==> src/sv/rrcb_pkg.sv <==
// Shared types, widths and helper functions for the rounded-rect coverage blender.
// No dependencies; imported by every module of the block.
package rrcb_pkg;

  localparam int COORD_W   = 13;
  localparam int FRAC_W    = 4;
  localparam int RAD_W     = 16;
  localparam int COLOR_W   = 24;
  localparam int ALPHA_W   = 9;
  localparam int CFG_IDX_W = 3;
  localparam int CFG_W     = 24;

  localparam int DIFF_W = COORD_W + 1;
  localparam int HALF_W = COORD_W + FRAC_W - 1;
  localparam int CMP_W  = (RAD_W > HALF_W) ? RAD_W : HALF_W;
  localparam int OFF_W  = COORD_W + FRAC_W + 2;
  localparam int MAG_W  = OFF_W - 1;
  localparam int K_W    = OFF_W + 1;
  localparam int SQ_W   = 2 * MAG_W;
  localparam int SUM_W  = SQ_W + 1;
  localparam int SQRT_N = (SUM_W + 1) / 2;
  localparam int NPAD_W = 2 * SQRT_N;
  localparam int REM_W  = SQRT_N + 3;
  localparam int DIST_W = K_W + 4;
  localparam int COV_W  = 9;
  localparam int WGT_W  = 17;
  localparam int MAG_CH_W = 24;

  localparam int Q_DEPTH = 8;
  localparam int QPTR_W  = $clog2(Q_DEPTH);
  localparam int QCNT_W  = $clog2(Q_DEPTH + 1);

  localparam int LEN_HALF = 1 << (FRAC_W - 1);
  localparam int LEN_ONE  = 1 << FRAC_W;
  localparam int COV_ONE  = 256;
  localparam logic [RAD_W-1:0] SOLID_MARK = '1;
  localparam logic [ALPHA_W-1:0] ALPHA_ONE = ALPHA_W'(256);

  typedef enum logic [CFG_IDX_W-1:0] {
    REG_LEFT, REG_TOP, REG_RIGHT, REG_BOTTOM,
    REG_RADIUS, REG_THICK, REG_COLOUR, REG_ALPHA
  } cfg_reg_e;

  typedef struct packed {
    logic signed [COORD_W-1:0] left;
    logic signed [COORD_W-1:0] top;
    logic signed [COORD_W-1:0] right;
    logic signed [COORD_W-1:0] bottom;
    logic [RAD_W-1:0]          radius;
    logic [RAD_W-1:0]          thick;
    logic [COLOR_W-1:0]        colour;
    logic [ALPHA_W-1:0]        alpha;
  } cfg_t;

  // classified pixel handed from front to back
  typedef struct packed {
    logic [COLOR_W-1:0]    dest;
    logic                  empty;
    logic [MAG_W-1:0]      ax;
    logic [MAG_W-1:0]      ay;
    logic signed [K_W-1:0] k;     // min(max(dx,dy),0) - r
  } item_t;

  typedef struct packed {
    logic [COLOR_W-1:0]    dest;
    logic                  empty;
    logic signed [K_W-1:0] k;
  } side_t;

  typedef struct packed {
    logic [REM_W-1:0]  rem;
    logic [SQRT_N-1:0] root;
    logic [NPAD_W-1:0] n;
  } sq_t;

  // one digit of a restoring square root
  function automatic sq_t sqrt_step(sq_t s);
    sq_t              o;
    logic [REM_W-1:0] rs;
    logic [REM_W-1:0] trial;
    rs    = {s.rem[REM_W-3:0], s.n[NPAD_W-1 -: 2]};
    trial = REM_W'({s.root, 2'b01});
    if (rs >= trial) begin
      o.rem  = rs - trial;
      o.root = {s.root[SQRT_N-2:0], 1'b1};
    end else begin
      o.rem  = rs;
      o.root = {s.root[SQRT_N-2:0], 1'b0};
    end
    o.n = {s.n[NPAD_W-3:0], 2'b00};
    return o;
  endfunction

  // clamp(1/2 - d, 0, 1) in 1/256 units
  function automatic logic [COV_W-1:0] cover_of(logic signed [DIST_W-1:0] d);
    logic signed [DIST_W:0] t;
    logic [COV_W-1:0]       c;
    t = (DIST_W+1)'(LEN_HALF) - (DIST_W+1)'(d);
    if (t <= 0) begin
      c = '0;
    end else if (t >= LEN_ONE) begin
      c = COV_W'(COV_ONE);
    end else begin
      c = COV_W'(t[FRAC_W-1:0]) << (8 - FRAC_W);
    end
    return c;
  endfunction

endpackage

==> src/sv/rrcb_queue.sv <==
// Short queue between front and back ends; head entry read from flops.
// Depends on rrcb_pkg.
module rrcb_queue import rrcb_pkg::*; (
  input  logic  clk_i,
  input  logic  rst_ni,
  input  logic  push_i,
  input  item_t data_i,
  input  logic  pop_i,
  output logic  valid_o,
  output item_t head_o
);

  item_t             mem_q [Q_DEPTH];
  logic [QPTR_W-1:0] wr_q, rd_q;
  logic [QCNT_W-1:0] cnt_q;

  always_ff @(posedge clk_i or negedge rst_ni) begin
    if (!rst_ni) begin
      wr_q  <= '0;
      rd_q  <= '0;
      cnt_q <= '0;
    end else begin
      if (push_i) wr_q <= wr_q + 1'b1;
      if (pop_i)  rd_q <= rd_q + 1'b1;
      cnt_q <= cnt_q + QCNT_W'(push_i) - QCNT_W'(pop_i);
    end
  end

  always_ff @(posedge clk_i) begin
    if (push_i) mem_q[wr_q] <= data_i;
  end

  assign valid_o = (cnt_q != '0);
  assign head_o  = mem_q[rd_q];

  a_no_overflow: assert property (@(posedge clk_i) disable iff (!rst_ni)
    push_i && !pop_i |-> cnt_q != QCNT_W'(Q_DEPTH))
    else $error("queue overflow");

  a_no_underflow: assert property (@(posedge clk_i) disable iff (!rst_ni)
    pop_i |-> cnt_q != '0)
    else $error("queue underflow");

endmodule

==> config.mk <==
export PLATFORM = sky130hd
export DESIGN_NAME = rrcb_queue
export DESIGN_NICKNAME = d
export VERILOG_FILES = /design/src/sv/rrcb_pkg.sv /design/src/sv/rrcb_queue.sv
export SDC_FILE = /design/constraint.sdc
export NUM_CORES = 1
export LEC_CHECK = 0
export BUFFER_PORTS_ARGS = -buffer_cell sky130_fd_sc_hd__buf_2
export CORE_MARGIN = 5
export CORE_UTILIZATION = 60
export CTS_BUF_LIST = sky130_fd_sc_hd__clkbuf_16
export DETAILED_ROUTE_END_ITERATION = 7
export PLACE_DENSITY = 0.87
export SYNTH_ARGS = -nofsm -noshare
export SYNTH_HDL_FRONTEND = slang
export SYNTH_SLANG_ARGS = --single-unit
export TNS_END_PERCENT = 1
==> constraint.sdc <==
create_clock -name clk_i -period 8.05 [get_ports clk_i]
set_input_delay 1.61 -clock clk_i [delete_from_list [all_inputs] [get_ports clk_i]]
set_output_delay 1.61 -clock clk_i [all_outputs]
set_load 0.05 [all_outputs]
======== Yosys cells after proc, flatten, opt, wreduce, memory -nomap -nowiden ========
Memories as Yosys holds them, arrays and structs flattened.
Cells that the tools add are included.
cells by class
  add/subtract/negate cells ............... 4
  mux-type cells .......................... 2
  reductions and logical operators ........ 1
operator list
  operator                                                        count
  3-bit by 1-bit adder with 3-bit output (second input constant)  2
  4-bit by 1-bit adder with 4-bit output                          1
  4-bit nonzero test                                              1
  4-bit by 1-bit subtractor with 4-bit output                     1
  1-bit two-way mux                                               2
storage, ports and cells
  register bits after elaboration ......... 10
  bits in writable memories ............... 648
  bits of input ports ..................... 85
  output and inout port bits .............. 82
  logic and storage cells ................. 11
  memories kept ........................... 1
memory list
  memory  words  width  rd ports  clocked after memory_dff  wr ports  RTL line          RTL
  mem_q   8      81     1         0                         1         rrcb_queue.sv:13  item_t mem_q [Q_DEPTH];

======== Longest topological paths before layout ========
  depth after elaboration ................. 2
  depth in mapped cells ................... 7
  mapped depth without buffers ............ 7

======== Worst setup path after synthesis ========
No wires, ideal clock.
  kind .................................... input port to flip-flop
  start ................................... input port push_i
  end ..................................... memory mem_q[0][0] (netlist name), enable pin
  library setup time ...................... 620 ps
  data arrival time ....................... 7194 ps
  data required time ...................... 7430 ps
  slack ................................... 236 ps
  cell stages on the path ................. 2
  buffers on the path ..................... 0
  cell sequence ........................... nand2b_1 -> nor3_1
between the ends
  longest elaborated chain between the ends .. 2
ends and longest elaborated chain
  element                                  RTL line          RTL
  from (decl)                              rrcb_queue.sv:6   input logic push_i,
  1-bit two-way mux                        rrcb_queue.sv:30  if (push_i) mem_q[wr_q] <= data_i;
  1-bit two-way mux (implied by the code)  rrcb_queue.sv:30
  to (decl)                                rrcb_queue.sv:13
No other way between the ends.

==> run metrics <==
status finished, final reports clean; clk sinks roughly 660; first-pass iteration count of the detailed router 6; first-pass GRT wire length roughly 73000 um; Logic pwr share between 30% and 40%; maximum vdd drop 0.000285 V; Post-CTS Setup Inserts 0; flops & latches, synth about 660; Pins Over Slew Limit 0; area grow syn2layout 13.3%; Worst EP required about 6.4 ns; sequential power share between 30% and 40%; Worst-Margin Slew around 1.2 ns; CTS tree yes; Sum Neg Setup Slack 0 ns; Clock Latency Late Sink approximately 0.6 ns; post-synthesis sequential area ratio about four fifths; global routing met1 resource utilization between 20% and 30%; antenna violations before repair 5; Reg clk slew, reported paths about 0.06 ns; Vias 10.8k; final WL 47800 um; core area around 42000 sq um; pin count of the biggest net entering global routing 91; global routing usage on met2 approximately a third; type of the worst setup path flop to output port; leakage 9.56 nW; routed length per placed instance 26.8 um; vias in the first global route around 12k; switching portion of total power a little over a third; relative slew slack between 20% and 30%; CTS buffer count between 60 and 70; cell area after placement 26600 sq um; CP max FO 51; Tmin final 5.03 ns; Ys Warns 0; Die X 215 um; Post-CTS Hold Fix Bufs 0; switching power 4.04 mW; most common library cell in the layout ignoring fill and taps edfxtp_1; endpoint type of the worst setup path output port; share of layout cells above drive strength 1 a little over two fifths; Gate Count Post-Synth ~990; clk buf depth 3; GP Congestion between 0.6 and 0.7; clock skew 0.0146 ns; Final Hold Viols 0; final net count approximately 1.3k; Vias/cell slightly above 6; GR peak layer met2; syn avg cell area about 25 sq um; RSZ-0062 raised after global routing no; critical path arrival roughly 3.4 ns; # resized after CTS 0; PD cells 406 nW/um^2; met3 usage under 10%; worst hold-check path type flop to flop; fin crit share between 60% and 70%; Final Cell Area around 28000 sq um; Detailed Place HPWL 25300 um; final global-route overflow total 0; Pint 7.53 mW; Post-Syn Area ~25000 sq um; most frequent cells in the layout edfxtp_1, buf_2, mux4_2; clock group share of total power 23.6%; Detailed Route Iter0 Violations slightly above 900; DIE AREA ~46000 sq um; drt drc 0; syn nets approximately 1.1k; final setup vio count 0; critical path startpoint category flop; Initial Utilization 60.2%; H-Tree Depth 2; FMAX 199 MHz; Final ANT Viol Nets 0; Die H 215 um; Top Ports about 170; GRT Total Usage approximately a fifth; max-capacitance violation count 0; PortBufs between 150 and 200; synth unique cells 22; # rows between 70 and 80; root buf cell clkbuf_16
-- layout make-up --
cell class | count | area, sq um
multi-input cells | 277 | 5140
flip-flops and latches | 658 | 19700
well taps | 539 | 674
inverters | 8 | 30.0
clock buffers | 63 | 1580
diodes | 3 | 7.51
clock inverters | 49 | 344
fillers | 2418 | 13300
repair buffers | 187 | 1000
-- critical path, stage by stage, from the launching register on --
cell and delay, ns:
dfrtp_4 0.75, buf_4 0.85, mux4_2 0.60, mux2_2 0.31, buf_2 0.22
-- power by group through the flow --
| stage | Combinational, mW | Sequential [mW] | Clock, mW |
|---|---|---|---|
| finish | 4.22 | 4.62 | 2.73 |
| global route | 4.44 | 4.67 | 2.95 |
| CTS | 4.29 | 4.63 | 2.79 |
| detailed placement | 4.26 | 4.69 | 0 |
| global placement | 4.22 | 4.65 | 0 |
| floorplan | 3.61 | 4.51 | 0 |
-- Yosys cell counts --
cell      count  area [sq um]
xnor2_1       3          26.3
ha_1          7          87.6
buf_2        19          95.1
edfxtp_1    648         19500
clkbuf_1      8          30.0
xor2_1        3          26.3
buf_1         9          33.8
nand2_1       4          15.0
dfrtp_1      10           250
a21oi_1       1          5.00
nand3_1       1          5.00
fa_1          1          20.0
mux4_2      162          3650
nand2b_1      3          18.8
nor3_1        2          10.0
buf_12        8           160
buf_6         1          11.3
nor2_1        6          22.5
a21o_1        1          7.51
mux2_2       13           146
mux2_4       70          1050
inv_1         8          30.0
-- cells by family (layout without fill, tap and decap cells) --
logic type      count (synthesis)  in the layout  share of synthesized area (%)
compound gates                  2              2                         0.0497
xor+xnor                        6              6                          0.209
buf+inv                        53            307                           1.43
mux                           245            245                           19.3
flops                         658            658                           78.3
other cells                     0              3                              0
simple gates                   16             16                          0.283
fa+ha+maj                       8              8                          0.428
-- path summary, 6_finish.rpt --
kind | startpoint | end | slack, ns | cells after the start
worst max register to register | rd_q[1]$_DFFE_PN0P_ | rd_q[1]$_DFFE_PN0P_ | 5.37 | 3
worst max-delay path | rd_q[0]$_DFFE_PN0P_ | head_o[78] | 3.02 | 4
worst min-delay path | wr_q[1]$_DFFE_PN0P_ | wr_q[1]$_DFFE_PN0P_ | 0.56 | 1
worst min register to register | wr_q[1]$_DFFE_PN0P_ | wr_q[1]$_DFFE_PN0P_ | 0.56 | 1
max in group asynchronous | rst_ni | rd_q[0]$_DFFE_PN0P_ | 6.93 | 1
min in group asynchronous | rst_ni | cnt_q[2]$_DFF_PN0_ | 0.87 | 1
-- flip-flops by register name, summed over array words and instances, names as in the netlist --
signal and cells:
mem_q 648, cnt_q 4, rd_q 3, wr_q 3
-- routing by layer --
metal / routed length, um / share of wire, %
met1: 19500 / 41
met2: 24300 / 51
met3: 2890 / 6.0
met4: 1080 / 2.3
met5: 33 / 0.069
-- per-stage QoR --
stage	setup WS, ns	total power, mW	hold WS [ns]	utilization (%)	instances
final	3.02	11.6	0.562	68.2	1784
after CTS	2.92	11.7	0.573	68.2	1781
after floorplan	0.236	8.12	0.517	-	988
after global routing	2.73	12.1	0.613	68.2	1782
after detailed placement	3.61	8.95	0.559	63.6	1669
after global placement	3.64	8.86	0.535	63.6	1669
No activity file was read; power rests on OpenSTA's default activity.
