--- config.mk ---
export PLATFORM = sky130hd
export DESIGN_NAME = rrcb_front
export DESIGN_NICKNAME = d
export VERILOG_FILES = /design/src/sv/rrcb_pkg.sv /design/src/sv/rrcb_front.sv
export SDC_FILE = /design/constraint.sdc
export NUM_CORES = 1
export LEC_CHECK = 0
export BUFFER_PORTS_ARGS = -buffer_cell sky130_fd_sc_hd__buf_2
export CAP_MARGIN = 10
export CORE_ASPECT_RATIO = 1.2
export CORE_MARGIN = 2
export CORE_UTILIZATION = 40
export DETAILED_ROUTE_END_ITERATION = 16
export SLEW_MARGIN = 20
export SYNTH_ARGS = -nofsm -noshare
export SYNTH_HDL_FRONTEND = slang
export SYNTH_SLANG_ARGS = --single-unit
export TNS_END_PERCENT = 100
--- constraint.sdc ---
create_clock -name clk_i -period 18.25 [get_ports clk_i]
set_input_delay 4.5625 -clock clk_i [delete_from_list [all_inputs] [get_ports clk_i]]
set_output_delay 4.5625 -clock clk_i [all_outputs]
set_load 0.02 [all_outputs]
--- src/sv/rrcb_pkg.sv ---
// Shared types, widths and helper functions for the rounded-rect coverage blender.
// No dependencies; imported by every module of the block.
package rrcb_pkg;

  localparam int COORD_W   = 13;
  localparam int FRAC_W    = 4;
  localparam int RAD_W     = 16;
  localparam int COLOR_W   = 24;
  localparam int ALPHA_W   = 9;
  localparam int CFG_IDX_W = 3;
  localparam int CFG_W     = 24;

  localparam int DIFF_W = COORD_W + 1;
  localparam int HALF_W = COORD_W + FRAC_W - 1;
  localparam int CMP_W  = (RAD_W > HALF_W) ? RAD_W : HALF_W;
  localparam int OFF_W  = COORD_W + FRAC_W + 2;
  localparam int MAG_W  = OFF_W - 1;
  localparam int K_W    = OFF_W + 1;
  localparam int SQ_W   = 2 * MAG_W;
  localparam int SUM_W  = SQ_W + 1;
  localparam int SQRT_N = (SUM_W + 1) / 2;
  localparam int NPAD_W = 2 * SQRT_N;
  localparam int REM_W  = SQRT_N + 3;
  localparam int DIST_W = K_W + 4;
  localparam int COV_W  = 9;
  localparam int WGT_W  = 17;
  localparam int MAG_CH_W = 24;

  localparam int Q_DEPTH = 8;
  localparam int QPTR_W  = $clog2(Q_DEPTH);
  localparam int QCNT_W  = $clog2(Q_DEPTH + 1);

  localparam int LEN_HALF = 1 << (FRAC_W - 1);
  localparam int LEN_ONE  = 1 << FRAC_W;
  localparam int COV_ONE  = 256;
  localparam logic [RAD_W-1:0] SOLID_MARK = '1;
  localparam logic [ALPHA_W-1:0] ALPHA_ONE = ALPHA_W'(256);

  typedef enum logic [CFG_IDX_W-1:0] {
    REG_LEFT, REG_TOP, REG_RIGHT, REG_BOTTOM,
    REG_RADIUS, REG_THICK, REG_COLOUR, REG_ALPHA
  } cfg_reg_e;

  typedef struct packed {
    logic signed [COORD_W-1:0] left;
    logic signed [COORD_W-1:0] top;
    logic signed [COORD_W-1:0] right;
    logic signed [COORD_W-1:0] bottom;
    logic [RAD_W-1:0]          radius;
    logic [RAD_W-1:0]          thick;
    logic [COLOR_W-1:0]        colour;
    logic [ALPHA_W-1:0]        alpha;
  } cfg_t;

  // classified pixel handed from front to back
  typedef struct packed {
    logic [COLOR_W-1:0]    dest;
    logic                  empty;
    logic [MAG_W-1:0]      ax;
    logic [MAG_W-1:0]      ay;
    logic signed [K_W-1:0] k;     // min(max(dx,dy),0) - r
  } item_t;

  typedef struct packed {
    logic [COLOR_W-1:0]    dest;
    logic                  empty;
    logic signed [K_W-1:0] k;
  } side_t;

  typedef struct packed {
    logic [REM_W-1:0]  rem;
    logic [SQRT_N-1:0] root;
    logic [NPAD_W-1:0] n;
  } sq_t;

  // one digit of a restoring square root
  function automatic sq_t sqrt_step(sq_t s);
    sq_t              o;
    logic [REM_W-1:0] rs;
    logic [REM_W-1:0] trial;
    rs    = {s.rem[REM_W-3:0], s.n[NPAD_W-1 -: 2]};
    trial = REM_W'({s.root, 2'b01});
    if (rs >= trial) begin
      o.rem  = rs - trial;
      o.root = {s.root[SQRT_N-2:0], 1'b1};
    end else begin
      o.rem  = rs;
      o.root = {s.root[SQRT_N-2:0], 1'b0};
    end
    o.n = {s.n[NPAD_W-3:0], 2'b00};
    return o;
  endfunction

  // clamp(1/2 - d, 0, 1) in 1/256 units
  function automatic logic [COV_W-1:0] cover_of(logic signed [DIST_W-1:0] d);
    logic signed [DIST_W:0] t;
    logic [COV_W-1:0]       c;
    t = (DIST_W+1)'(LEN_HALF) - (DIST_W+1)'(d);
    if (t <= 0) begin
      c = '0;
    end else if (t >= LEN_ONE) begin
      c = COV_W'(COV_ONE);
    end else begin
      c = COV_W'(t[FRAC_W-1:0]) << (8 - FRAC_W);
    end
    return c;
  endfunction

endpackage

--- src/sv/rrcb_front.sv ---
// Front end: accepts pixels and classifies them against the rectangle geometry.
// Depends on rrcb_pkg.
module rrcb_front import rrcb_pkg::*; (
  input  logic                      clk_i,
  input  logic                      rst_ni,
  input  logic                      valid_i,
  input  logic signed [COORD_W-1:0] pixel_x_i,
  input  logic signed [COORD_W-1:0] pixel_y_i,
  input  logic [COLOR_W-1:0]        dest_pixel_i,
  input  cfg_t                      cfg_i,
  output logic                      valid_o,
  output item_t                     item_o
);

  logic v0_q, v1_q, v2_q;

  // stage 0
  logic signed [DIFF_W-1:0] xl_q, yt_q, w_q, h_q;
  logic [COLOR_W-1:0]       dest0_q;
  // stage 1
  logic [MAG_W-1:0]  aox_q, aoy_q;
  logic [RAD_W-1:0]  r_q;
  logic [HALF_W-1:0] w8_q, h8_q;
  logic              empty1_q;
  logic [COLOR_W-1:0] dest1_q;
  // stage 2
  item_t item_q;

  logic signed [DIFF_W-1:0] mn_wh;
  logic [HALF_W-1:0]        half_d, w8_d, h8_d;
  logic [RAD_W-1:0]         r_d;
  logic signed [OFF_W-1:0]  ox, oy;
  logic                     empty_d;

  always_comb begin
    empty_d = (w_q <= 0) || (h_q <= 0);
    mn_wh   = (w_q < h_q) ? w_q : h_q;
    half_d  = HALF_W'({mn_wh[DIFF_W-2:0], {(FRAC_W-1){1'b0}}});
    w8_d    = HALF_W'({w_q[DIFF_W-2:0], {(FRAC_W-1){1'b0}}});
    h8_d    = HALF_W'({h_q[DIFF_W-2:0], {(FRAC_W-1){1'b0}}});
    r_d     = (CMP_W'(cfg_i.radius) < CMP_W'(half_d)) ? cfg_i.radius : RAD_W'(half_d);
    ox = OFF_W'(signed'({xl_q, {FRAC_W{1'b0}}})) + OFF_W'(LEN_HALF)
       - OFF_W'(signed'({w_q, {(FRAC_W-1){1'b0}}}));
    oy = OFF_W'(signed'({yt_q, {FRAC_W{1'b0}}})) + OFF_W'(LEN_HALF)
       - OFF_W'(signed'({h_q, {(FRAC_W-1){1'b0}}}));
  end

  logic [CMP_W-1:0]        hx, hy;
  logic signed [OFF_W-1:0] dx, dy, mx, mn;
  item_t                   item_d;

  always_comb begin
    hx = CMP_W'(w8_q) - CMP_W'(r_q);
    hy = CMP_W'(h8_q) - CMP_W'(r_q);
    dx = $signed({1'b0, aox_q}) - OFF_W'($signed({1'b0, hx}));
    dy = $signed({1'b0, aoy_q}) - OFF_W'($signed({1'b0, hy}));
    mx = (dx > dy) ? dx : dy;
    mn = (mx > 0) ? '0 : mx;
    item_d.dest  = dest1_q;
    item_d.empty = empty1_q;
    item_d.ax    = (dx > 0) ? dx[MAG_W-1:0] : '0;
    item_d.ay    = (dy > 0) ? dy[MAG_W-1:0] : '0;
    item_d.k     = K_W'(mn) - K_W'($signed({1'b0, r_q}));
  end

  always_ff @(posedge clk_i or negedge rst_ni) begin
    if (!rst_ni) begin
      v0_q <= 1'b0;
      v1_q <= 1'b0;
      v2_q <= 1'b0;
    end else begin
      v0_q <= valid_i;
      v1_q <= v0_q;
      v2_q <= v1_q;
    end
  end

  always_ff @(posedge clk_i) begin
    xl_q    <= DIFF_W'(pixel_x_i) - DIFF_W'(cfg_i.left);
    yt_q    <= DIFF_W'(pixel_y_i) - DIFF_W'(cfg_i.top);
    w_q     <= DIFF_W'(cfg_i.right) - DIFF_W'(cfg_i.left);
    h_q     <= DIFF_W'(cfg_i.bottom) - DIFF_W'(cfg_i.top);
    dest0_q <= dest_pixel_i;

    aox_q    <= ox[OFF_W-1] ? MAG_W'(-ox) : ox[MAG_W-1:0];
    aoy_q    <= oy[OFF_W-1] ? MAG_W'(-oy) : oy[MAG_W-1:0];
    r_q      <= r_d;
    w8_q     <= w8_d;
    h8_q     <= h8_d;
    empty1_q <= empty_d;
    dest1_q  <= dest0_q;

    item_q <= item_d;
  end

  assign valid_o = v2_q;
  assign item_o  = item_q;

endmodule

# Word level (Yosys, flattened, before mapping)
# Index checks and enable logic that the tools add are counted.
# W data, S select, Z words.
# totals
regBits	267
in_bits	170
out_inout_bits	82
wordCells	51
# op_classes
add_sub_neg	15
magnitude_cmp	8
muxes	6
n_reduce_logical	1
# op_table
cell	n
$gt A19 B1 Y1 const B	3
$sub A13 B13 Y14	4
$add A18 B5 Y19 const B	2
$mux W19	2
$sub A18 B16 Y19	2
$sub A19 B17 Y19	2
$mux W18	2
$neg A18 Y18	2
$sub A16 B16 Y16	2
$le A14 B1 Y1 const B	2
$sub A19 B17 Y20	1
$gt A19 B19 Y1	1
$lt A16 B16 Y1	1
$mux W16	1
$lt A14 B14 Y1	1
$mux W13	1
$logic_or A1 B1 Y1	1

# Depth between registers and ports, before layout
# logic_depth
word_depth	7
ltp_mapped	43
ltp_nobuf	40

# Worst setup path after synthesis
# No wires, ideal clock.
# synth_path
path_type	register to register
startpoint	reg r_q[0]
endpoint	reg item_q, in the netlist item_o[16]
setup_time_ps	131
arrival_ps	8240
required_time_ps	18119
slack_ps	9879
path_stages_with_launch	42
n_path_buf	3
synth_period_minus_slack_ps	8371
path_cell_list	dfxtp_1 -> clkbuf_1 -> inv_1 -> ha_1 -> buf_2 -> and3b_1 -> o21a_1 -> o21ai_0 -> a21boi_0 -> o21ai_0 -> a21boi_0 -> o21ai_0 -> a21oi_1 -> o31ai_1 -> nor3b_1 -> a311oi_1 -> ha_1 -> nand2_1 -> [6 not listed] -> a211o_1 -> a221o_1 -> nand3_2 -> mux2i_1 -> buf_2 -> nand2_1 -> fa_1 -> a21o_1 -> a21oi_1 -> o21bai_1 -> a21oi_1 -> nor2b_1 -> o21a_1 -> o31a_1 -> o41ai_1 -> o21a_1 -> o21ai_0 -> xor2_1
# synth_rtl
element	line	source
start, declared	rrcb_front.sv:22	logic [RAD_W-1:0] r_q;
start signal, assigned	rrcb_front.sv:87	r_q <= r_d;
end signal, assigned	rrcb_front.sv:93	item_q <= item_d;
end, declared	rrcb_front.sv:27	item_t item_q;

==> flow_summary_export.csv <==
group,metric,value,unit
detailed_routing,drt_pre_antenna_iters,7,
synthesis,synthDominantCellAreaShare,0.3435,
global_route,grt_pass1_vias,11852,
floorplan,die_area,0.03916,mm2
synthesis,post-synth-top-count-cell,"dfxtp_1",
finish,n_antenna_cell,0,
global_route,antenna_found_initial,0,
run,drv_cap,0,
clock_tree,path_clk_slew,0.06,ns
sta,drv_slew,0,
setup_path,cp_data_arrival_time,10.13,ns
floorplan,die_w,181.0,um
synthesis,ys_warn_count,0,
setup_path,crit_type,"reg2reg",
detailed_routing,drt-initial-drc-count,633,
synthesis,syn_area_per_cell,8.798,um2
synthesis,synthAdderAreaFrac,0.1648,
placement,placedCellCount,2369,
synthesis,synth_cells,1709,
synthesis,async_reset_ff_frac,0.01149,
setup_path,critPathBufInv,3,
finish,stdcell_count,2415,
synthesis,synth_compound_area_frac,0.1838,
global_route,grt_pass1_wl,59160,um
synthesis,synth_simple_gate_area_frac,0.1521,
detailed_routing,wl,37060,um
sta,skew,0.01106,ns
floorplan,io_pins,252,
synthesis,synth-xor-area-share,0.07157,
detailed_routing,ant_nets,0,
global_route,grt_usage,0.1856,
sta,max_freq,103.0,MHz
placement,io_buffers,202,
setup_path,cp-end-kind,"flop",
clock_tree,cts_buffers,26,
detailed_routing,routedWlPerCell,15.35,um
sta,post-route-min-period,9.710,ns
finish,final_core_util,0.4731,
clock_tree,hold_buffers,0,
synthesis,ys_top_cells_by_count,"dfxtp_1, ha_1, inv_1",
floorplan,initial_core_util,0.4064,
setup_path,cpPeakStageDelay,0.64,ns
sta,fin_tns_setup,0,ns
global_route,overflow,0,
finish,drive_gt1_frac,0.1468,
global_route,grt_max_degree,24,
clock_tree,cts_resized,0,
finish,nets,2286,
placement,globalplace.congestion,0.9368,
clock_tree,cts_tree,"yes",
clock_tree,h-tree-depth,1,
clock_tree,cts_buffer_depth,3,
clock_tree,cts_sinks,261,
sta,tightest_slew,0.9336,ns
detailed_routing,num_vias,12249,
floorplan,die_h,216.4,um
setup_path,crit_top_cell,"a21oi_1",
setup_path,slowest_stage,"dfxtp_1",
placement,dp_hpwl,30490,um
floorplan,num_rows,77,
synthesis,yosys_register_bits,261,
synthesis,synth-seq-area-share,0.3485,
sta,rsz0062_at_grt,"false",
synthesis,synth_top_area_cell,"dfxtp_1",
setup_path,worstSetupStartpointType,"flop",
sta,setup_violations,0,
outcome,status,"finished, final reports clean",
synthesis,synth_area_leaders,"dfxtp_1, ha_1, xnor2_1",
clock_tree,cts_setup_buffers,0,
synthesis,ys_types,80,
synthesis,netlist_area,0.01504,mm2
setup_path,cp_top_family,"compound AO/OA/AOI/OAI gates",
synthesis,synth_mux_area_frac,0.02721,
worst_hold_path,hold_path_class,"reg2reg",
floorplan,fp.coreArea,0.03700,mm2
synthesis,synth_flop_cell,"dfxtp_1",
finish,area_growth,16.42,%
detailed_routing,drcViolationCount,0,
clock_tree,cts_root_buf,"clkbuf_16",
detailed_routing,avgViaCountPerCell,5.072,
clock_tree,clk_latency,0.55,ns
setup_path,crit_required,18.67,ns
sta,timing.final.crit_share,0.5321,
synthesis,synth_top_family_by_area,"compound AO/OA/AOI/OAI gates",
synthesis,synth-edff-count,0,
sta,slew_headroom,0.3776,
synthesis,synth_fp_nets,2072,
setup_path,worst-path-max-fanout,23,
sta,hold_viol,0,
-- cell type report --
type,instances,area [um2]
Multi-Input combinational cell,1243,9030
Fill cell,3643,19490
Inverter,183,686.9
Timing Repair Buffer,208,1056
Clock inverter,14,195.2
Tap cell,474,593.1
Sequential cell,261,5240
Clock buffer,32,703.2
-- metal layers --
metal | global-route usage | vias up | part of all wire
li1 | - | 6400 | -
met1 | 0.2358 | 5494 | 0.46
met2 | 0.3288 | 306 | 0.47
met3 | 0.02319 | 49 | 0.042
met4 | 0.05528 | 0 | 0.027
met5 | 0 | - | 0
-- cell families (layout without fill, tap and decap cells) --
group | after synthesis | in the layout
simple gates | 474 | 474
compound gates | 414 | 414
flops | 261 | 261
buf+inv | 205 | 437
fa+ha+maj | 194 | 194
xor+xnor | 122 | 122
mux | 39 | 39
-- stage by stage --
step / setup slack [ns] / area [um2] / hold WS [ns]
finish: 8.540 / 17500 / 0.3249
global route: 7.646 / 17500 / 0.3299
CTS: 8.603 / 17500 / 0.3266
detailed placement: 8.619 / 16600 / 0.3121
global placement: 8.750 / 16600 / 0.3097
floorplan: 9.879 / 15040 / 0.3096
-- flip-flops by register name (all words and copies together) (netlist names), 15 cells and up --
signal   count
dest1_q     24
item_o      81
dest0_q     24
aoy_q       15
aox_q       15
r_q         16
-- cell usage in the layout (no fill, tap or decap), drive strengths merged, types with 6 or more instances in the layout --
cell and count:
dfxtp 258, buf 208, ha 186, inv 184, nor2 146, nand2 113, o21ai 109, a21oi 81
xnor2 80, a21o 42, xor2 42, nand3 40, nor3 35, mux2i 34, clkbuf 32, nand2b 28
a21boi 27, o21a 24, nor2b 22, a211oi 20, nand4 15, and2 15, o31ai 15, and3 11
o211ai 10, or2 9, a31oi 9, or3 9, o21bai 8, nor4 8, fa 7, o2111ai 6
a31o 6
-- worst reg2reg max path: cells and delay by family, from the launching register on --
kind / cells / cell delay (ns)
compound gates: 19 / 4.09
xor+xnor: 1 / 0.16
fa+ha+maj: 4 / 1.62
buf+inv: 3 / 0.66
flops: 1 / 0.64
mux: 1 / 0.26
simple gates: 10 / 2.16
-- worst paths after layout --
path                               to  depth (start not counted)  slack (ns)         from
max                        item_o[16]                         38        8.54       r_q[0]
min in group asynchronous        v1_q                          1        3.80       rst_ni
min                        item_o[77]                          0        0.32  dest1_q[20]
max reg2reg                item_o[16]                         38        8.54       r_q[0]
min reg2reg                item_o[77]                          0        0.32  dest1_q[20]
max in group asynchronous        v0_q                          1       14.35       rst_ni
Power is left out: the tool's default activity adds up to more than one toggle a clock period on the data nets, which glitch-free logic cannot reach.
